$ cat config.mk
export PLATFORM = sky130hd
export DESIGN_NAME = nnr_queue
export DESIGN_NICKNAME = d
export VERILOG_FILES = /design/src/rtl/core/assert_macros.svh /design/src/rtl/core/nnr_pkg.sv /design/src/rtl/core/nnr_queue.sv
export SDC_FILE = /design/constraint.sdc
export NUM_CORES = 1
export LEC_CHECK = 0
export ABC_AREA = 1
export BUFFER_PORTS_ARGS = -buffer_cell sky130_fd_sc_hd__buf_2
export CORE_MARGIN = 2
export CORE_UTILIZATION = 49
export CTS_CLUSTER_DIAMETER = 60
export CTS_CLUSTER_SIZE = 30
export DETAILED_ROUTE_END_ITERATION = 10
export GPL_TIMING_DRIVEN = 0
export PLACE_DENSITY_LB_ADDON = 0.1
export SLEW_MARGIN = 10
export SYNTH_ARGS = -nofsm -noshare
export SYNTH_HDL_FRONTEND = slang
export SYNTH_SLANG_ARGS = --single-unit
$ cat constraint.sdc
create_clock -name clk -period 1.2 [get_ports clk]
set_input_delay 0.12 -clock clk [delete_from_list [all_inputs] [get_ports clk]]
set_output_delay 0.12 -clock clk [all_outputs]
set_load 0.02 [all_outputs]
$ cat src/rtl/core/assert_macros.svh
// ----------------------------------------------------------------------------
// assert_macros.svh
// Assertion macros used by the resizer top level; ASSERT_OFF removes them all.
// ----------------------------------------------------------------------------
`ifndef ASSERT_MACROS_SVH
`define ASSERT_MACROS_SVH

`ifndef ASSERT_OFF
// condition holds at every clock edge outside reset
`define ASSERT_ALWAYS(label, clk, rst, cond) \
  label: assert property (@(posedge clk) disable iff (rst) (cond)) \
    else $error("assertion failed");
// antecedent in one cycle forces the consequent in the next
`define ASSERT_NEXT(label, clk, rst, ante, cons) \
  label: assert property (@(posedge clk) disable iff (rst) (ante) |=> (cons)) \
    else $error("assertion failed");
`else
`define ASSERT_ALWAYS(label, clk, rst, cond)
`define ASSERT_NEXT(label, clk, rst, ante, cons)
`endif

`endif

$ cat src/rtl/core/nnr_pkg.sv
// ----------------------------------------------------------------------------
// nnr_pkg
// Shared types and fixed constants of the nearest-neighbour resizer.
// ----------------------------------------------------------------------------
package nnr_pkg;

  // fixed field widths
  localparam int PIX_W     = 8;
  localparam int COORD_W   = 8;
  localparam int CFG_W     = 9;
  localparam int CFG_IDX_W = 2;
  localparam int CFG_RESET = 28;

  // configuration register indexes
  typedef enum logic [CFG_IDX_W-1:0] {
    REG_SOURCE_WIDTH  = 2'd0,
    REG_SOURCE_HEIGHT = 2'd1,
    REG_TARGET_WIDTH  = 2'd2,
    REG_TARGET_HEIGHT = 2'd3
  } cfg_reg_t;

  // request class decided by the front end
  typedef enum logic [1:0] {
    OP_WRITE     = 2'd0,
    OP_READ      = 2'd1,
    OP_RANGE_ERR = 2'd2
  } op_t;

  // back end sequencer
  typedef enum logic [1:0] {
    BK_IDLE  = 2'd0,
    BK_DIV   = 2'd1,
    BK_FETCH = 2'd2,
    BK_RESP  = 2'd3
  } back_state_t;

  // queue status seen by both ends
  typedef struct packed {
    logic full;
    logic empty;
  } queue_status_t;

endpackage

$ cat src/rtl/core/nnr_queue.sv
// ----------------------------------------------------------------------------
// nnr_queue
// Two-entry queue between the classifying front end and the back end.
// ----------------------------------------------------------------------------
module nnr_queue #(
  parameter int DATA_W = 8
) (
  input  logic                   clk,
  input  logic                   rst,
  input  logic                   push,
  input  logic [DATA_W-1:0]      push_data,
  input  logic                   pop,
  output logic [DATA_W-1:0]      pop_data,
  output nnr_pkg::queue_status_t status
);

  logic [DATA_W-1:0] slot [2];
  logic              wr_ptr;
  logic              rd_ptr;
  logic [1:0]        count;

  // status and head of queue
  assign status.full  = (count == 2'd2);
  assign status.empty = (count == 2'd0);
  assign pop_data     = slot[rd_ptr];

  // pointers and fill level
  always_ff @(posedge clk) begin
    if (rst) begin
      wr_ptr <= 1'b0;
      rd_ptr <= 1'b0;
      count  <= 2'd0;
    end else begin
      if (push) begin
        wr_ptr <= ~wr_ptr;
      end
      if (pop) begin
        rd_ptr <= ~rd_ptr;
      end
      case ({push, pop})
        2'b10:   count <= count + 2'd1;
        2'b01:   count <= count - 2'd1;
        default: count <= count;
      endcase
    end
  end

  // entry storage
  always_ff @(posedge clk) begin
    if (push) begin
      slot[wr_ptr] <= push_data;
    end
  end

endmodule

After elaboration in Yosys (flattened, before gate mapping):

Memory sizes are Yosys's and may differ from the RTL's. A register that Yosys moved wholly into a read port is not among the register bits.
Index checks and enable logic that the tools add are counted.

* bits in writable memories: 16
* input bits: 12
* memories kept: 1
* bits in registers: 4

* bitwise gates (word level): 2
* muxes and demuxes: 5
* reductions and logical operators: 2
* equal/unequal tests: 3
* add/subtract/negate cells: 2

Memories
* slot: words 2, bits a word 8, read ports 1, clocked after Yosys merged registers in 1, wr ports 1, RTL line nnr_queue.sv:17 `logic [DATA_W-1:0] slot [2];`

Operators by type and width (number)
* 2-bit equality test (second input constant): 2
* 1-bit 2-to-1 mux: 4
* 2-bit one-hot mux with 2 select lines: 1
* 2-bit by 1-bit adder with 2-bit output (second input constant): 1
* 2-bit by 1-bit equality test with 1-bit output (second input constant): 1
* 2-bit zero test: 1
* 1-bit inverter: 2
* 2-bit nonzero test: 1
* 2-bit by 1-bit subtractor with 2-bit output (second input constant): 1

Depth between registers and ports, before layout:

* word-level depth: 3
* gate-level depth with buffers: 7

Worst setup path before layout:

No wires, ideal clock.

* kind: flip-flop to flip-flop
* start point: register wr_ptr
* end point: memory slot[0][0] (enable)
* stages on the path, launching flop included: 2
* clock period less this slack: 1.058 ns
* path slack: 0.142 ns
* arrival: 0.687 ns
* setup time: 0.370 ns
* path through: dfxtp_1 nor2_1

RTL lines
* from (decl): RTL line nnr_queue.sv:18 `logic wr_ptr;`
* from (signal assigned): RTL line nnr_queue.sv:35 `wr_ptr <= ~wr_ptr;`
* to (decl): RTL line nnr_queue.sv:17

Straight into the memory's write port.

==> impl_metrics.toml <==
[logic_synthesis]
synth_simple_gate_area_share_pct = 8.07
syn_avg_cell_area_um2 = 14.4
ys_seq_elements = 21
synth_area_um2 = 837
yosys-top-cells-area = "edfxtp_1, mux2_4, dfxtp_1, nor2_1, inv_1"
ys_top_cells_by_count = "edfxtp_1, nor2_1, mux2_4"
muxShareOfSynthArea_pct = 14.3
yosysMostFrequentCell = "edfxtp_1"
synth-xor-area-share_pct = 1.05
yosys_warnings = 0
async_flop_share_pct = 0
synth_edf_count = 16
synth_top_area_share_pct = 57.4
synthAdderAreaFrac_pct = 1.49
yosysSeqAreaShare_pct = 69.4
syn_nets = 71
synth_top_area_cell = "edfxtp_1"
syn_inst = 58
synth_ff_type = "edfxtp_1"
synth_top_family_by_area = "multiplexers"
synth_compound_gate_area_share_pct = 1.20
ys_types = 13

[power]
irDropWorstVdd_mv = 1.16
power.static_leakage_nw = 0.491
netSwitchingPower_w = 0.000350
total_power_w = 0.00147
clockPowerShare_pct = 21.4
powerDensity_nw_per_um2 = 1300
power_frac_comb_pct = 20.5
intPower_w = 0.00112
p_sw_share_pct = 23.9
sequentialPowerShare_pct = 58.1

[clock_tree]
clk_latency_ns = 0.29
post_cts_buffers = 0
htree_levels = 1
cts.clk_slew.worst_paths_ns = 0.11
cts_tree = "done"
cts_made_buffers = 3
clock_path_buffers = 2
cts_sinks = 21
clock-root-buffer = "clkbuf_4"

[placement]
postPlaceCellArea_um2 = 962
dp_hpwl_um = 811
io_buffers = 21
dpl.cell_count = 95
place_ws_ns = -0.0359
gp_congestion = 0.627

[setup_path]
regToRegEndpoint = "slot[0][6]"
worst-endpoint-required_ns = 1.08
r2r_slack_ns = 0.15
crit_end = "pop_data[0]"
cp_max_fo = 8
path_class = "reg2out"
cp-end-kind = "output pin"
cp-start-kind = "register"
reg2reg_depth = 1
reg2reg_from = "wr_ptr"
crit_arrival_ns = 1.22

[detailed_routing]
drc_errors = 0
drtIter0Drc = 2
routedWlPerCell_um = 11.1
ant_nets = 0
routed_wl_um = 1190
via_count = 524
first_pass_iters = 4
viasPerCell = 4.90

[status]
status = "finished, violations left"
violations = "negative setup slack"

[layout]
n_antenna_cell = 0
layout.cells.non_filler = 107
nFillCells = 117
multi_input_area_um2 = 221
final_cell_area_um2 = 1130
area_growth_pct = 34.7
regArea_um2 = 582
nets = 105
drive_above_1_share_pct = 39.6

[die]
placeableCoreArea_um2 = 1560
dieArea_um2 = 2050
start_util_pct = 53.7
die_y_um = 45.3
die_w_um = 45.3
ios = 22
rows = 14

[global_routing]
grt_pass1_wl_um = 1790
grt_overflow = 0
antenna_found_initial = 0
grt_max_degree = 13
grt_use_total_pct = 13.0
grt_pass1_vias = 497

[flow_run]
drv_cap = 0

[worst_hold_path]
whs_path_depth = 2
hold_path.class = "in2reg"

[timing]
fin_worst_skew_ns = 0.00344
finalWorstSetupSlack_ns = -0.142
setup_viol = 8
clock.fmax_mhz = 745
post-route-period-util_pct = 112
hold_ws_ns = 0.0131
tightest_slew_ns = 0.432
finalHoldViolCount = 0
slew_violations = 0
finalCriticalPeriod_ns = 1.34
grt_setup_unrepaired = "true"
relSlewSlack_pct = 71.2
[final cells by class]
| type | instances | area share, % |
|---|---|---|
| Buffer | 1 | 1.33 |
| Sequential cell | 21 | 51.6 |
| Inverter | 7 | 2.33 |
| Clock buffer | 3 | 2.00 |
| Multi-Input combinational cell | 29 | 19.6 |
| Clock inverter | 1 | 0.444 |
| Tap cell | 16 | 1.78 |
| Timing Repair Buffer | 29 | 20.9 |
[cells by family after synthesis]
logic type,after synthesis
AO/OA/AOI/OAI,2
XOR/XNOR,1
adder cells (fa/ha/maj),1
buffers and inverters,8
flip-flops,21
multiplexers,8
AND/OR/NAND/NOR,17
[placed cells by master, fill, tap and decap left out]
cell type       n
ha_1            1
clkinv_2        1
clkbuf_4        3
buf_8           1
dlygate4sd3_1   8
nor2_2          1
buf_6           8
o21ai_0         1
xnor2_1         1
a21oi_1         1
mux2_4          8
nand4_1         1
nor3_1          1
inv_1           7
buf_2          13
edfxtp_1       16
dfxtp_1         4
nor2_1          9
nand2_1         5
dfxtp_2         1
[worst min-delay path by stage]
stage                            start         end  slack, ns
after floorplan                    rst    register       0.19
after global placement    push_data[6]  slot[1][6]       0.31
after detailed placement  push_data[7]  slot[0][7]       0.31
after CTS                 push_data[5]  slot[1][5]      0.001
after global routing               rst    register      0.002
final                              rst    register       0.01
[power groups by stage]
stage / clock network (W) / registers (W) / logic [W]
2_1_floorplan: 0 / 0.000862 / 0.000172
3_3_place_gp: 0 / 0.000864 / 0.000236
3_5_place_dp: 0 / 0.000868 / 0.000240
4_1_cts: 0.000327 / 0.000852 / 0.000285
5_1_grt: 0.000359 / 0.000856 / 0.000324
6_report: 0.000315 / 0.000852 / 0.000300
[layer usage]
metal / vias up / GRT usage, % / wire, um
met5: - / 0 / 0
met1: 242 / 10.6 / 458
met4: 0 / 3.53 / 13
met3: 2 / 7.20 / 72
li1: 264 / - / -
met2: 16 / 25.7 / 642
[worst max-delay path, cell delays in order, from the launching register on]
cell and delay [ns]:
dfxtp_2 0.35, buf_8 0.14, mux2_4 0.31, buf_6 0.13
[timing repair]
item	4_1_cts	5_1_grt
endpoints found under the setup margin	16	8
hold buffers	1	7
resized for setup	19	0
hold endpoints to repair	2	14
[flip-flops by register name, indices dropped and copies added (netlist names), named ones only]
signal / cells
slot: 16
count: 2
rd_ptr: 1
wr_ptr: 1
[metrics by stage]
stage          util, %  TNS [ns]
2_1_floorplan        -         0
3_3_place_gp      61.7    -0.354
3_5_place_dp      61.7    -0.287
4_1_cts           67.8     -1.17
5_1_grt           72.3     -1.58
6_report          72.3     -1.11
Power figures use the tool's default switching activity.
