### src/rtl/core/assert_macros.svh
// ----------------------------------------------------------------------------
// assert_macros.svh
// Assertion macros used by the resizer top level; ASSERT_OFF removes them all.
// ----------------------------------------------------------------------------
`ifndef ASSERT_MACROS_SVH
`define ASSERT_MACROS_SVH

`ifndef ASSERT_OFF
// condition holds at every clock edge outside reset
`define ASSERT_ALWAYS(label, clk, rst, cond) \
  label: assert property (@(posedge clk) disable iff (rst) (cond)) \
    else $error("assertion failed");
// antecedent in one cycle forces the consequent in the next
`define ASSERT_NEXT(label, clk, rst, ante, cons) \
  label: assert property (@(posedge clk) disable iff (rst) (ante) |=> (cons)) \
    else $error("assertion failed");
`else
`define ASSERT_ALWAYS(label, clk, rst, cond)
`define ASSERT_NEXT(label, clk, rst, ante, cons)
`endif

`endif

### src/rtl/core/nnr_pkg.sv
// ----------------------------------------------------------------------------
// nnr_pkg
// Shared types and fixed constants of the nearest-neighbour resizer.
// ----------------------------------------------------------------------------
package nnr_pkg;

  // fixed field widths
  localparam int PIX_W     = 8;
  localparam int COORD_W   = 8;
  localparam int CFG_W     = 9;
  localparam int CFG_IDX_W = 2;
  localparam int CFG_RESET = 28;

  // configuration register indexes
  typedef enum logic [CFG_IDX_W-1:0] {
    REG_SOURCE_WIDTH  = 2'd0,
    REG_SOURCE_HEIGHT = 2'd1,
    REG_TARGET_WIDTH  = 2'd2,
    REG_TARGET_HEIGHT = 2'd3
  } cfg_reg_t;

  // request class decided by the front end
  typedef enum logic [1:0] {
    OP_WRITE     = 2'd0,
    OP_READ      = 2'd1,
    OP_RANGE_ERR = 2'd2
  } op_t;

  // back end sequencer
  typedef enum logic [1:0] {
    BK_IDLE  = 2'd0,
    BK_DIV   = 2'd1,
    BK_FETCH = 2'd2,
    BK_RESP  = 2'd3
  } back_state_t;

  // queue status seen by both ends
  typedef struct packed {
    logic full;
    logic empty;
  } queue_status_t;

endpackage

### src/rtl/core/nnr_ifs.sv
// ----------------------------------------------------------------------------
// nnr_ifs
// Request, response and configuration channels of the resizer.
// ----------------------------------------------------------------------------

// request channel: pixel write or resized pixel read
interface nnr_req_if;
  logic       valid;
  logic       ready;
  logic       req_type;
  logic [7:0] src_col;
  logic [7:0] src_row;
  logic [7:0] pixel_in;
  logic [7:0] dst_col;
  logic [7:0] dst_row;

  modport source (output valid, req_type, src_col, src_row, pixel_in, dst_col, dst_row,
                  input ready);
  modport sink (input valid, req_type, src_col, src_row, pixel_in, dst_col, dst_row,
                output ready);
endinterface


### src/rtl/core/nnr_front.sv
// ----------------------------------------------------------------------------
// nnr_front
// Accepts requests, checks coordinates and forms the division numerators.
// ----------------------------------------------------------------------------
module nnr_front #(
  parameter int MAX_DIM = 256
) (
  nnr_req_if.sink                         req,
  input  logic [$clog2(MAX_DIM+1)-1:0]    src_w,
  input  logic [$clog2(MAX_DIM+1)-1:0]    src_h,
  input  logic [$clog2(MAX_DIM+1)-1:0]    dst_w,
  input  logic [$clog2(MAX_DIM+1)-1:0]    dst_h,
  input  nnr_pkg::queue_status_t          q_status,
  output logic                            push,
  output logic [2+2*(nnr_pkg::COORD_W+$clog2(MAX_DIM+1))+nnr_pkg::PIX_W-1:0] push_data
);

  localparam int DIM_W = $clog2(MAX_DIM + 1);
  localparam int NUM_W = nnr_pkg::COORD_W + DIM_W;

  typedef struct packed {
    nnr_pkg::op_t             op;
    logic [NUM_W-1:0]         num_row;
    logic [NUM_W-1:0]         num_col;
    logic [nnr_pkg::PIX_W-1:0] pixel;
  } entry_t;

  entry_t entry;
  logic   accept;
  logic   wr_ok;
  logic   rd_ok;

  // take a request whenever the queue has room
  assign req.ready = !q_status.full;
  assign accept    = req.valid && req.ready;

  // coordinate range checks
  assign wr_ok = (NUM_W'(req.src_col) < NUM_W'(src_w)) && (NUM_W'(req.src_row) < NUM_W'(src_h));
  assign rd_ok = (NUM_W'(req.dst_col) < NUM_W'(dst_w)) && (NUM_W'(req.dst_row) < NUM_W'(dst_h));

  // classify and build the queue entry; row numerator y*src_h, column x*src_w
  always_comb begin
    entry.pixel = req.pixel_in;
    if (!req.req_type) begin
      entry.op      = nnr_pkg::OP_WRITE;
      entry.num_row = NUM_W'(req.src_row);
      entry.num_col = NUM_W'(req.src_col);
    end else if (rd_ok) begin
      entry.op      = nnr_pkg::OP_READ;
      entry.num_row = NUM_W'(NUM_W'(req.dst_row) * NUM_W'(src_h));
      entry.num_col = NUM_W'(NUM_W'(req.dst_col) * NUM_W'(src_w));
    end else begin
      entry.op      = nnr_pkg::OP_RANGE_ERR;
      entry.num_row = '0;
      entry.num_col = '0;
    end
  end

  // out of range writes are dropped here
  assign push      = accept && (req.req_type || wr_ok);
  assign push_data = entry;

endmodule

### src/flat_wrapper.sv
// flat-port wrapper written by rule: the top's interface ports become plain ports
module nnr_front_flat 
#(
  parameter int MAX_DIM = 256
)
  (src_w, src_h, dst_w, dst_h, q_status, push, push_data, req_valid, req_req_type, req_src_col, req_src_row, req_pixel_in, req_dst_col, req_dst_row, req_ready);
  nnr_req_if req_i ();
  input  logic [$clog2(MAX_DIM+1)-1:0] src_w;
  input  logic [$clog2(MAX_DIM+1)-1:0] src_h;
  input  logic [$clog2(MAX_DIM+1)-1:0] dst_w;
  input  logic [$clog2(MAX_DIM+1)-1:0] dst_h;
  input  nnr_pkg::queue_status_t q_status;
  output logic push;
  output logic [2+2*(nnr_pkg::COORD_W+$clog2(MAX_DIM+1))+nnr_pkg::PIX_W-1:0] push_data;
  input wire logic [$bits(req_i.valid)-1:0] req_valid;
  input wire logic [$bits(req_i.req_type)-1:0] req_req_type;
  input wire logic [$bits(req_i.src_col)-1:0] req_src_col;
  input wire logic [$bits(req_i.src_row)-1:0] req_src_row;
  input wire logic [$bits(req_i.pixel_in)-1:0] req_pixel_in;
  input wire logic [$bits(req_i.dst_col)-1:0] req_dst_col;
  input wire logic [$bits(req_i.dst_row)-1:0] req_dst_row;
  output wire logic [$bits(req_i.ready)-1:0] req_ready;
  assign req_i.valid = req_valid;
  assign req_i.req_type = req_req_type;
  assign req_i.src_col = req_src_col;
  assign req_i.src_row = req_src_row;
  assign req_i.pixel_in = req_pixel_in;
  assign req_i.dst_col = req_dst_col;
  assign req_i.dst_row = req_dst_row;
  assign req_ready = req_i.ready;
  nnr_front #(.MAX_DIM(MAX_DIM)) u_core (.req(req_i), .src_w(src_w), .src_h(src_h), .dst_w(dst_w), .dst_h(dst_h), .q_status(q_status), .push(push), .push_data(push_data));
endmodule
### config.mk
export PLATFORM = sky130hd
export DESIGN_NAME = nnr_front_flat
export DESIGN_NICKNAME = d
export VERILOG_FILES = /design/src/rtl/core/assert_macros.svh /design/src/rtl/core/nnr_pkg.sv /design/src/rtl/core/nnr_ifs.sv /design/src/rtl/core/nnr_front.sv /design/src/flat_wrapper.sv
export SDC_FILE = /design/constraint.sdc
export NUM_CORES = 1
export LEC_CHECK = 0
export BUFFER_PORTS_ARGS = -buffer_cell sky130_fd_sc_hd__buf_2
export CELL_PAD_IN_SITES_DETAIL_PLACEMENT = 0
export CELL_PAD_IN_SITES_GLOBAL_PLACEMENT = 1
export CORE_ASPECT_RATIO = 1.75
export CORE_MARGIN = 2
export CORE_UTILIZATION = 46
export DETAILED_ROUTE_END_ITERATION = 10
export GPL_ROUTABILITY_DRIVEN = 0
export PLACE_DENSITY_LB_ADDON = 0.1
export SLEW_MARGIN = 10
export SYNTH_ARGS = -nofsm -noshare
export SYNTH_HDL_FRONTEND = slang
export SYNTH_SLANG_ARGS = --single-unit
### constraint.sdc
create_clock -name vclk -period 9.9
set_clock_uncertainty 0.1 [all_clocks]
set_input_delay 1.485 -clock vclk [all_inputs]
set_output_delay 1.485 -clock vclk [all_outputs]
set_load 0.05 [all_outputs]
# Word level (Yosys, flattened, before mapping)
# Index checks and enable logic that the tools add are counted.
# W data, S select, Z words.
# totals
regBits	0
input_bits	80
output_inout_bits	46
wordCells	14
# op_classes
mul	2
order_cmp	4
muxes	2
n_reduce_logical	6
# ops
cell	n
$mux W36	2
$lt A8 B9 Y1	4
$mul A8 B9 Y17	2
$logic_and A1 B1 Y1	4
$logic_not A1 Y1	1
$logic_or A1 B1 Y1	1

# Longest topological paths before layout
# Gate-level depths: netlist (run 1).
# logic_depth
depth_word	4
mapped_depth	16
depth_no_buf	16

# Least setup slack after synthesis (run 1)
# No wires, ideal clock.
# synth_path
kind	input to output
start	in src_w[0]
end	out push_data[21] (netlist name)
arrival_ns	6.574
setup_slack_ns	1.741
stages	14
path_buffers	0
path_cell_list	nand2_1 > fa_1 > fa_1 > inv_1 > fa_1 > inv_1 > fa_1 > inv_1 > ha_1 > o21a_1 > a21oi_1 > o31ai_1 > o41ai_1 > a2111oi_1
# synth_via
elab_chain_len	3
# synth_rtl
element	line_no	rtl
start, declared	flat_wrapper.sv:8	input logic [$clog2(MAX_DIM+1)-1:0] src_w;
$mul A8 B9 Y17	nnr_front.sv:51	entry.num_col = NUM_W'(NUM_W'(req.dst_col) * NUM_W'(src_w));
$mux W36	nnr_front.sv:48	end else if (rd_ok) begin
$mux W36	nnr_front.sv:44	if (!req.req_type) begin
end, declared	flat_wrapper.sv:14	output logic [2+2*(nnr_pkg::COORD_W+$clog2(MAX_DIM+1))+nnr_pkg::PIX_W-1:0] push_data;
# No other way between the ends.

# Worst setup path in the final report (run 1)
# layout_path
start	in req_dst_col[7]
end	out push_data[21] (netlist name)
# layout_via
elab_chain_len	4
word_cells_on_any_way	5
cone_classes	mul (1); order compare (1); mux (2); reduce/logical (1)
# layout_rtl
element	line_no	rtl
start, declared	flat_wrapper.sv:20	input wire logic [$bits(req_i.dst_col)-1:0] req_dst_col;
branches (longest 2 deep; another with $mul A8 B9 Y17)	--	
$mux W36 *	nnr_front.sv:48	
$mux W36 *	nnr_front.sv:44	
# Mark *: on every way between the ends.

==> flow_results.xml, run 1 <==
<?xml version="1.0" encoding="UTF-8"?>
<metrics>
  <group name="drt">
    <metric name="antenna_left" unit="">0</metric>
    <metric name="detailroute.wirelength.met3" unit="um">354</metric>
    <metric name="post-route-drc-count" unit="">0</metric>
    <metric name="wirelength" unit="um">14000</metric>
    <metric name="dr_wl_met2" unit="um">8060</metric>
    <metric name="drt_first_pass_iters" unit="">4</metric>
    <metric name="detail_route.wirelength.met1" unit="um">5240</metric>
    <metric name="num_vias" unit="">4902</metric>
    <metric name="maxUsedRoutingLayer" unit="">met4</metric>
    <metric name="viasPerCell" unit="">5.19</metric>
    <metric name="first_iter_violations" unit="">145</metric>
    <metric name="routed_wire_length_per_instance" unit="um">14.8</metric>
  </group>
  <group name="layout">
    <metric name="final_cell_count_no_fill" unit="">945</metric>
    <metric name="layout-area-overhead-vs-synth" unit="%">11.5</metric>
    <metric name="multiInputGateArea" unit="um^2">5010</metric>
    <metric name="seq_cells" unit="">0</metric>
    <metric name="sequential_cell_area" unit="um^2">0</metric>
    <metric name="nFillCells" unit="">1257</metric>
    <metric name="diodes" unit="">0</metric>
    <metric name="layout.clock_buffers" unit="">0</metric>
    <metric name="fin_util" unit="">0.526</metric>
    <metric name="layout-drive-gt1-share" unit="">0.146</metric>
    <metric name="mostFrequentLayoutCells" unit="">inv_1 (153), and2_1 (121), buf_2 (109)</metric>
    <metric name="final_common_cell" unit="">inv_1</metric>
    <metric name="fin_nets" unit="">1048</metric>
  </group>
  <group name="worst_setup_path">
    <metric name="worst-path-buf-inv" unit="">5</metric>
    <metric name="slowest_delay" unit="ns">0.55</metric>
    <metric name="worstSetupStartpointType" unit="">input pin</metric>
    <metric name="cp_top_delay_family" unit="">adder cells</metric>
    <metric name="endpoint_kind" unit="">output pin</metric>
    <metric name="crit_required" unit="ns">8.32</metric>
    <metric name="cp_slowest_cell" unit="">fa_1</metric>
    <metric name="cpMostUsedCell" unit="">fa_1</metric>
    <metric name="signal_arrival_time_at_the_worst_endpoint" unit="ns">6.18</metric>
    <metric name="setup.worst_path.class" unit="">input pin to output pin</metric>
    <metric name="crit_path_cells" unit="">buf_2 -&gt; nand2_1 -&gt; fa_1 -&gt; fa_1 -&gt; inv_1 -&gt; fa_1 -&gt; inv_1 -&gt; fa_1 -&gt; inv_1 -&gt; ha_1 -&gt; o21a_1 -&gt; a21oi_1 -&gt; o31ai_1 -&gt; o41ai_1 -&gt; a2111oi_1 -&gt; buf_2</metric>
    <metric name="crit_fanout" unit="">10</metric>
  </group>
  <group name="placed_design">
    <metric name="place.detailed.instances" unit="">945</metric>
    <metric name="detailedPlacementHpwl" unit="um">12500</metric>
    <metric name="port_buffers" unit="">109</metric>
  </group>
  <group name="power_and_ir_drop">
    <metric name="clockPowerShare" unit="">0</metric>
    <metric name="power.switching_fraction" unit="">0.643</metric>
    <metric name="static-leakage-power" unit="uW">0.00359</metric>
    <metric name="worst_ir_drop_vdd" unit="V">0.000130</metric>
    <metric name="post-layout-total-power" unit="uW">1070</metric>
    <metric name="intPower" unit="uW">381</metric>
    <metric name="power_per_cell_area" unit="nW/um^2">168</metric>
    <metric name="share_seq_of_total_power" unit="">0</metric>
    <metric name="p_sw" unit="uW">686</metric>
    <metric name="comb_power_share" unit="">1.000</metric>
  </group>
  <group name="clock_network">
    <metric name="post-cts-setup-buffer-count" unit="">0</metric>
    <metric name="hold_bufs_at_cts" unit="">0</metric>
    <metric name="post_cts_resize_count" unit="">0</metric>
  </group>
  <group name="sta">
    <metric name="period_share" unit="">0.785</metric>
    <metric name="max_freq" unit="MHz">129</metric>
    <metric name="fin_crit" unit="ns">7.77</metric>
    <metric name="setup_tns" unit="ns">0</metric>
    <metric name="hold_viol" unit="">0</metric>
    <metric name="worst-slew-pin-transition" unit="ns">0.572</metric>
    <metric name="max-slew-margin-rel" unit="">0.615</metric>
    <metric name="final_max_slew_viol_count" unit="">0</metric>
    <metric name="finalSetupViolCount" unit="">0</metric>
    <metric name="grt_setup_unrepaired" unit="">no</metric>
    <metric name="hold_slack" unit="ns">2.87</metric>
  </group>
  <group name="logic_synthesis">
    <metric name="netlist.area_leader.share" unit="">0.295</metric>
    <metric name="post_synth.cell_area_avg" unit="um^2">8.31</metric>
    <metric name="yosys_warnings" unit="">0</metric>
    <metric name="yosysSeqAreaShare" unit="">0</metric>
    <metric name="mappedNetlistArea" unit="um^2">5690</metric>
    <metric name="syn_inst" unit="">685</metric>
    <metric name="postSynthNetCount" unit="">951</metric>
    <metric name="synthDominantAreaCellType" unit="">fa_1</metric>
    <metric name="post_synth_num_cell_types" unit="">49</metric>
    <metric name="yosys-top-cells-area" unit="">fa_1 (30%), ha_1 (22%), and2_1 (13%)</metric>
  </group>
  <group name="die">
    <metric name="die_x" unit="um">88.1</metric>
    <metric name="num_rows" unit="">53</metric>
    <metric name="die_height" unit="um">151</metric>
    <metric name="floorplan.core_area" unit="um^2">12100</metric>
    <metric name="floorplan.die_area" unit="um^2">13300</metric>
    <metric name="effective_utilization_at_floorplan" unit="">0.472</metric>
    <metric name="io-pin-count" unit="">126</metric>
  </group>
  <group name="global_routing">
    <metric name="grt_pass1_vias" unit="">5181</metric>
    <metric name="grt_usage" unit="">0.217</metric>
    <metric name="grt_remaining_overflow" unit="">0</metric>
    <metric name="number_of_antenna_violations_at_the_first_check_in_global_routing" unit="">0</metric>
    <metric name="grt_start_max_net_pins" unit="">23</metric>
    <metric name="global_route_wire_length_before_repair" unit="um">23400</metric>
  </group>
  <group name="job">
    <metric name="max_cap_violations" unit="">0</metric>
  </group>
  <group name="hold_path">
    <metric name="holdCritPathClass" unit="">input pin to output pin</metric>
    <metric name="min_from" unit="">req_pixel_in[1]</metric>
    <metric name="timing.hold.worst_endpoint" unit="">push_data[1]</metric>
    <metric name="worst_hold_path.num_cells" unit="">0</metric>
  </group>
  <group name="status">
    <metric name="outcome" unit="">finished clean</metric>
  </group>
</metrics>
cells in the mapped netlist, drive strengths merged (4+ instances only):
master,count
fa,84
a22o,13
a211oi,4
nand2b,4
inv,154
ha,102
nand3,6
a21o,7
nand2,36
o211ai,4
nor2,23
a31oi,6
nor3,5
buf,11
o21ai,9
xor2,11
xnor2,9
a21oi,25
and2,121
stage by stage:
step / setup slack, ns / area, um^2
2_1_floorplan: 1.74 / 5690
3_3_place_gp: 2.13 / 6340
3_5_place_dp: 2.12 / 6340
4_1_cts: 2.12 / 6340
5_1_grt: 1.88 / 6340
6_report: 2.13 / 6340
power groups by stage:
stage | registers [uW] | clock network, uW | logic, uW
final | 0 | 0 | 1070
after global routing | 0 | 0 | 1200
after CTS | 0 | 0 | 1080
after detailed placement | 0 | 0 | 1070
after global placement | 0 | 0 | 1060
after floorplan | 0 | 0 | 837
metal layers:
metal / vias up / track usage
met5: - / 0
met4: 0 / 0.0394
met3: 22 / 0.00763
met2: 99 / 0.451
met1: 2405 / 0.236
li1: 2376 / -
kinds of logic (layout without fill, tap and decap cells):
family	after synthesis	after routing	synth area share
buffers and inverters	168	263	0.119
AOI/OAI and AO/OA	98	98	0.122
and+or+nand+nor	213	213	0.209
adders and majority gates	186	186	0.520
xor gates and xnor gates	20	20	0.0308
worst max path at each step:
stage,end,from,depth (start not counted)
after global placement,push_data[21],src_w[0],16
after detailed placement,push_data[21],req_dst_col[7],16
after global routing,push_data[21],req_dst_col[7],16
final,push_data[21],req_dst_col[7],16
after floorplan,push_data[21],src_w[0],14
after CTS,push_data[21],src_w[0],16
area by class of cell:
| class | count | share of cell area |
|---|---|---|
| Inverter | 154 | 0.0911 |
| Multi-Input combinational cell | 517 | 0.790 |
| Tap cell | 165 | 0.0325 |
| Timing Repair Buffer | 109 | 0.0860 |
Power figures use the tool's default switching activity.
==> run 2: changes to the inputs <==
Settings changed: CORE_UTILIZATION 46 to 43.
Clock period 9.9 ns to 7.55 ns, I/O delays scaled along.
==> run 2 against run 1 <==
Global-route usage down 0.96 points. Clock-buffer cell count unchanged. Power up 31%. Sequential cell count unchanged. Worst setup slack worse by 1.7 ns. Cell area up 0.12%. Wire length up 2.2%. Cell count up 0.63%. First-iteration DRC count down 17%. Worst hold slack worse by 0.70 ns. Sequential share of layout area unchanged.
==> flow_results.xml, run 2 (synthesis results as in run 1) <==
<?xml version="1.0" encoding="UTF-8"?>
<metrics>
  <group name="sta">
    <metric name="period_share" unit="">0.938</metric>
    <metric name="fin_crit" unit="ns">7.08</metric>
    <metric name="max_freq" unit="MHz">141</metric>
    <metric name="max-slew-margin-rel" unit="">0.603</metric>
    <metric name="final_max_slew_viol_count" unit="">0</metric>
    <metric name="grt_setup_unrepaired" unit="">no</metric>
    <metric name="hold_viol" unit="">0</metric>
    <metric name="finalSetupViolCount" unit="">0</metric>
    <metric name="setup_tns" unit="ns">0</metric>
    <metric name="worst-slew-pin-transition" unit="ns">0.590</metric>
  </group>
  <group name="global_routing">
    <metric name="number_of_antenna_violations_at_the_first_check_in_global_routing" unit="">0</metric>
    <metric name="grt_start_max_net_pins" unit="">23</metric>
    <metric name="grt_pass1_vias" unit="">5313</metric>
    <metric name="global_route_wire_length_before_repair" unit="um">24700</metric>
    <metric name="grt_remaining_overflow" unit="">0</metric>
    <metric name="grt_usage" unit="">0.208</metric>
  </group>
  <group name="die">
    <metric name="floorplan.core_area" unit="um^2">12900</metric>
    <metric name="io-pin-count" unit="">126</metric>
    <metric name="floorplan.die_area" unit="um^2">14200</metric>
    <metric name="effective_utilization_at_floorplan" unit="">0.440</metric>
    <metric name="die_x" unit="um">91.0</metric>
    <metric name="die_height" unit="um">156</metric>
    <metric name="num_rows" unit="">55</metric>
  </group>
  <group name="worst_setup_path">
    <metric name="cpMostUsedCell" unit="">fa_1</metric>
    <metric name="signal_arrival_time_at_the_worst_endpoint" unit="ns">5.85</metric>
    <metric name="slowest_delay" unit="ns">0.55</metric>
    <metric name="endpoint_kind" unit="">output pin</metric>
    <metric name="setup.worst_path.class" unit="">input pin to output pin</metric>
    <metric name="crit_required" unit="ns">6.32</metric>
    <metric name="cp_num_cells" unit="">16</metric>
    <metric name="worstSetupStartpointType" unit="">input pin</metric>
    <metric name="crit_path_cells" unit="">buf_2 -&gt; nand2_1 -&gt; fa_1 -&gt; fa_1 -&gt; inv_1 -&gt; fa_1 -&gt; inv_1 -&gt; fa_1 -&gt; inv_1 -&gt; ha_1 -&gt; o21a_1 -&gt; a21oi_1 -&gt; o31ai_1 -&gt; o41ai_1 -&gt; a2111oi_1 -&gt; buf_2</metric>
    <metric name="crit_fanout" unit="">10</metric>
    <metric name="cp_slowest_cell" unit="">fa_1</metric>
    <metric name="worst-path-buf-inv" unit="">5</metric>
    <metric name="cp_top_delay_family" unit="">adder cells</metric>
  </group>
  <group name="clock_network">
    <metric name="hold_bufs_at_cts" unit="">0</metric>
    <metric name="post-cts-setup-buffer-count" unit="">0</metric>
    <metric name="post_cts_resize_count" unit="">0</metric>
  </group>
  <group name="drt">
    <metric name="num_vias" unit="">4949</metric>
    <metric name="viasPerCell" unit="">5.20</metric>
    <metric name="antenna_left" unit="">0</metric>
    <metric name="post-route-drc-count" unit="">0</metric>
    <metric name="drt_first_pass_iters" unit="">4</metric>
    <metric name="first_iter_violations" unit="">121</metric>
    <metric name="wirelength" unit="um">14300</metric>
    <metric name="routed_wire_length_per_instance" unit="um">15.0</metric>
  </group>
  <group name="hold_path">
    <metric name="min_from" unit="">req_pixel_in[4]</metric>
    <metric name="timing.hold.worst_endpoint" unit="">push_data[4]</metric>
    <metric name="holdCritPathClass" unit="">input pin to output pin</metric>
    <metric name="worst_hold_path.num_cells" unit="">0</metric>
  </group>
  <group name="layout">
    <metric name="multiInputGateArea" unit="um^2">5010</metric>
    <metric name="fin_nets" unit="">1048</metric>
    <metric name="fin_util" unit="">0.491</metric>
    <metric name="layout-drive-gt1-share" unit="">0.146</metric>
    <metric name="final_common_cell" unit="">inv_1</metric>
    <metric name="nFillCells" unit="">1382</metric>
    <metric name="sequential_cell_area" unit="um^2">0</metric>
    <metric name="layout.clock_buffers" unit="">0</metric>
    <metric name="diodes" unit="">0</metric>
    <metric name="mostFrequentLayoutCells" unit="">inv_1 (153), and2_1 (121), buf_2 (109)</metric>
    <metric name="seq_cells" unit="">0</metric>
    <metric name="layout-area-overhead-vs-synth" unit="%">11.6</metric>
  </group>
  <group name="power_and_ir_drop">
    <metric name="p_sw" unit="uW">899</metric>
    <metric name="comb_power_share" unit="">1.000</metric>
    <metric name="post-layout-total-power" unit="uW">1400</metric>
    <metric name="power.switching_fraction" unit="">0.643</metric>
    <metric name="static-leakage-power" unit="uW">0.00359</metric>
    <metric name="power_per_cell_area" unit="nW/um^2">220</metric>
    <metric name="clockPowerShare" unit="">0</metric>
    <metric name="share_seq_of_total_power" unit="">0</metric>
    <metric name="worst_ir_drop_vdd" unit="V">0.000106</metric>
    <metric name="intPower" unit="uW">500</metric>
  </group>
  <group name="status">
    <metric name="outcome" unit="">finished clean</metric>
  </group>
  <group name="placed_design">
    <metric name="detailedPlacementHpwl" unit="um">12800</metric>
    <metric name="port_buffers" unit="">109</metric>
  </group>
  <group name="job">
    <metric name="max_cap_violations" unit="">0</metric>
  </group>
</metrics>
## run 2: cell counts in the layout (fill, tap and decap cells not counted)
Identical to the previous run, type by type.
## run 2: cell type report
cell class                 count  share of cell area
tap                          171              0.0337
inverter                     154              0.0910
timing repair buffer         109              0.0859
multi-input combinational    517               0.789
## run 2: metrics by stage
stage	cells	hold slack, ns	setup slack [ns]	instance area (um^2)
5_1_grt	951	2.17	0.131	6350
6_report	951	2.17	0.467	6350
2_1_floorplan	685	2.33	0.0964	5690
3_3_place_gp	951	2.17	0.475	6350
3_5_place_dp	951	2.17	0.444	6350
4_1_cts	951	2.17	0.439	6350
## run 2: how the worst max path moves through the flow
stage	slack, ns	start	endpoint
2_1_floorplan	0.1	src_w[0]	push_data[21]
3_3_place_gp	0.48	src_w[0]	push_data[21]
3_5_place_dp	0.44	src_w[0]	push_data[21]
4_1_cts	0.44	src_w[0]	push_data[21]
5_1_grt	0.13	req_dst_col[7]	push_data[21]
6_report	0.47	req_dst_col[7]	push_data[21]
## run 2: power groups by stage
stage	clock network (uW)	registers [uW]	logic, uW
2_1_floorplan	0	0	1100
3_3_place_gp	0	0	1390
3_5_place_dp	0	0	1410
4_1_cts	0	0	1420
5_1_grt	0	0	1580
6_report	0	0	1400
## run 2: metal layers
| metal | routed length (um) | track usage | vias up |
|---|---|---|---|
| met2 | 8270 | 0.437 | 90 |
| met3 | 312 | 0.00628 | 24 |
| li1 | - | - | 2384 |
| met1 | 5400 | 0.227 | 2451 |
| met5 | 0 | 0 | - |
| met4 | 283 | 0.0346 | 0 |
==> run 3: changes to the inputs <==
Settings changed: RECOVER_POWER from default to 25.
==> run 3 against run 2 <==
Maximum frequency is essentially flat. Cell count unchanged. Critical endpoint unchanged. Sequential cell count is the same. Largest cell class unchanged. Worst hold slack is the same. Die area unchanged. Clock-buffer cell count unchanged. Critical path type unchanged. Wire length is essentially flat. Combinational power about the same. Sequential share of layout area did not move.
==> flow_results.xml, run 3 (synthesis results as in run 1) <==
<?xml version="1.0" encoding="UTF-8"?>
<metrics>
  <group name="sta">
    <metric name="worst-slew-pin-transition" unit="ns">0.629</metric>
    <metric name="finalSetupViolCount" unit="">0</metric>
    <metric name="grt_setup_unrepaired" unit="">no</metric>
    <metric name="max-slew-margin-rel" unit="">0.582</metric>
    <metric name="setup_tns" unit="ns">0</metric>
    <metric name="final_max_slew_viol_count" unit="">0</metric>
    <metric name="period_share" unit="">0.938</metric>
    <metric name="max_freq" unit="MHz">141</metric>
    <metric name="fin_crit" unit="ns">7.08</metric>
    <metric name="hold_viol" unit="">0</metric>
  </group>
  <group name="power_and_ir_drop">
    <metric name="static-leakage-power" unit="uW">0.00358</metric>
    <metric name="post-layout-total-power" unit="uW">1400</metric>
    <metric name="p_sw" unit="uW">899</metric>
    <metric name="worst_ir_drop_vdd" unit="V">0.000106</metric>
    <metric name="comb_power_share" unit="">1.000</metric>
    <metric name="share_seq_of_total_power" unit="">0</metric>
    <metric name="clockPowerShare" unit="">0</metric>
    <metric name="intPower" unit="uW">500</metric>
    <metric name="power.switching_fraction" unit="">0.643</metric>
    <metric name="power_per_cell_area" unit="nW/um^2">220</metric>
  </group>
  <group name="hold_path">
    <metric name="timing.hold.worst_endpoint" unit="">push_data[4]</metric>
    <metric name="min_from" unit="">req_pixel_in[4]</metric>
    <metric name="holdCritPathClass" unit="">input pin to output pin</metric>
    <metric name="worst_hold_path.num_cells" unit="">0</metric>
  </group>
  <group name="worst_setup_path">
    <metric name="crit_fanout" unit="">10</metric>
    <metric name="setup.worst_path.class" unit="">input pin to output pin</metric>
    <metric name="endpoint_kind" unit="">output pin</metric>
    <metric name="crit_required" unit="ns">6.32</metric>
    <metric name="signal_arrival_time_at_the_worst_endpoint" unit="ns">5.85</metric>
    <metric name="worstSetupStartpointType" unit="">input pin</metric>
  </group>
  <group name="layout">
    <metric name="mostFrequentLayoutCells" unit="">inv_1 (153), and2_1 (121), buf_2 (106)</metric>
    <metric name="sequential_cell_area" unit="um^2">0</metric>
    <metric name="final_common_cell" unit="">inv_1</metric>
    <metric name="fin_nets" unit="">1048</metric>
    <metric name="layout.clock_buffers" unit="">0</metric>
    <metric name="seq_cells" unit="">0</metric>
    <metric name="layout-area-overhead-vs-synth" unit="%">11.5</metric>
    <metric name="layout-drive-gt1-share" unit="">0.142</metric>
    <metric name="final_cell_count_no_fill" unit="">951</metric>
    <metric name="diodes" unit="">0</metric>
  </group>
  <group name="global_routing">
    <metric name="groute.layer.met2.usage" unit="">0.437</metric>
    <metric name="met1_track_usage_gr" unit="">0.227</metric>
    <metric name="grt_remaining_overflow" unit="">0</metric>
    <metric name="grt_pass1_vias" unit="">5313</metric>
    <metric name="grt_usage" unit="">0.208</metric>
    <metric name="global_route_wire_length_before_repair" unit="um">24700</metric>
    <metric name="grt-busiest-layer" unit="">met2</metric>
    <metric name="globalRouteMet3Util" unit="">0.00628</metric>
    <metric name="grt_start_max_net_pins" unit="">23</metric>
    <metric name="number_of_antenna_violations_at_the_first_check_in_global_routing" unit="">0</metric>
  </group>
  <group name="job">
    <metric name="max_cap_violations" unit="">0</metric>
  </group>
  <group name="die">
    <metric name="die_height" unit="um">156</metric>
    <metric name="effective_utilization_at_floorplan" unit="">0.440</metric>
    <metric name="floorplan.core_area" unit="um^2">12900</metric>
    <metric name="die_x" unit="um">91.0</metric>
    <metric name="num_rows" unit="">55</metric>
    <metric name="io-pin-count" unit="">126</metric>
    <metric name="floorplan.die_area" unit="um^2">14200</metric>
  </group>
  <group name="drt">
    <metric name="post-route-drc-count" unit="">0</metric>
    <metric name="wirelength" unit="um">14300</metric>
    <metric name="viasPerCell" unit="">5.21</metric>
    <metric name="first_iter_violations" unit="">119</metric>
    <metric name="routed_wire_length_per_instance" unit="um">15.0</metric>
    <metric name="drt_first_pass_iters" unit="">4</metric>
    <metric name="num_vias" unit="">4950</metric>
    <metric name="antenna_left" unit="">0</metric>
  </group>
  <group name="placed_design">
    <metric name="port_buffers" unit="">109</metric>
    <metric name="detailedPlacementHpwl" unit="um">12800</metric>
    <metric name="place.detailed.instances" unit="">951</metric>
  </group>
  <group name="clock_network">
    <metric name="hold_bufs_at_cts" unit="">0</metric>
    <metric name="post-cts-setup-buffer-count" unit="">0</metric>
    <metric name="post_cts_resize_count" unit="">0</metric>
  </group>
  <group name="status">
    <metric name="outcome" unit="">finished clean</metric>
  </group>
</metrics>
-- run 3: cell count changes in the layout (fill, tap and decap cells not counted), sizes merged --
cell    previous run  this run
buf              109       106
clkbuf             0         3
-- run 3: worst max-delay path, stage by stage --
cell	delay, ns
buf_2	0.18
nand2_1	0.10
fa_1	0.52
fa_1	0.55
inv_1	0.06
fa_1	0.54
inv_1	0.06
fa_1	0.53
inv_1	0.04
ha_1	0.33
o21a_1	0.15
a21oi_1	0.10
o31ai_1	0.51
o41ai_1	0.16
a2111oi_1	0.52
buf_2	0.36
-- run 3: cell type report --
cell class	count	area, um^2
inverter	154	578
tap	171	214
multi-input combinational	517	5010
timing repair buffer	109	542
fill	1381	6590
-- run 3: how the worst max path moves through the flow --
| stage | from | end | slack, ns | cells after the start |
|---|---|---|---|---|
| finish | req_dst_col[7] | push_data[21] | 0.47 | 16 |
| global route | req_dst_col[7] | push_data[21] | 0.13 | 16 |
| CTS | src_w[0] | push_data[21] | 0.44 | 16 |
| detailed placement | src_w[0] | push_data[21] | 0.44 | 16 |
| global placement | src_w[0] | push_data[21] | 0.48 | 16 |
| floorplan | src_w[0] | push_data[21] | 0.1 | 14 |
-- run 3: metrics by stage --
stage | util | cell area, um^2 | hold slack [ns] | worst slack, ns
2_1_floorplan | - | 5690 | 2.33 | 0.0964
3_3_place_gp | 0.491 | 6350 | 2.17 | 0.475
3_5_place_dp | 0.491 | 6350 | 2.17 | 0.444
4_1_cts | 0.491 | 6350 | 2.17 | 0.439
5_1_grt | 0.491 | 6350 | 2.17 | 0.131
6_report | 0.491 | 6350 | 2.17 | 0.467
-- run 3: power by group through the flow --
stage,sequential (uW),clock (uW),combinational (uW)
2_1_floorplan,0,0,1100
3_3_place_gp,0,0,1390
3_5_place_dp,0,0,1410
4_1_cts,0,0,1420
5_1_grt,0,0,1580
6_report,0,0,1400
-- run 3: layer usage --
layer | routed length (um) | vias up
met5 | 0 | -
li1 | - | 2384
met1 | 5400 | 2452
met4 | 283 | 0
met3 | 312 | 24
met2 | 8260 | 90
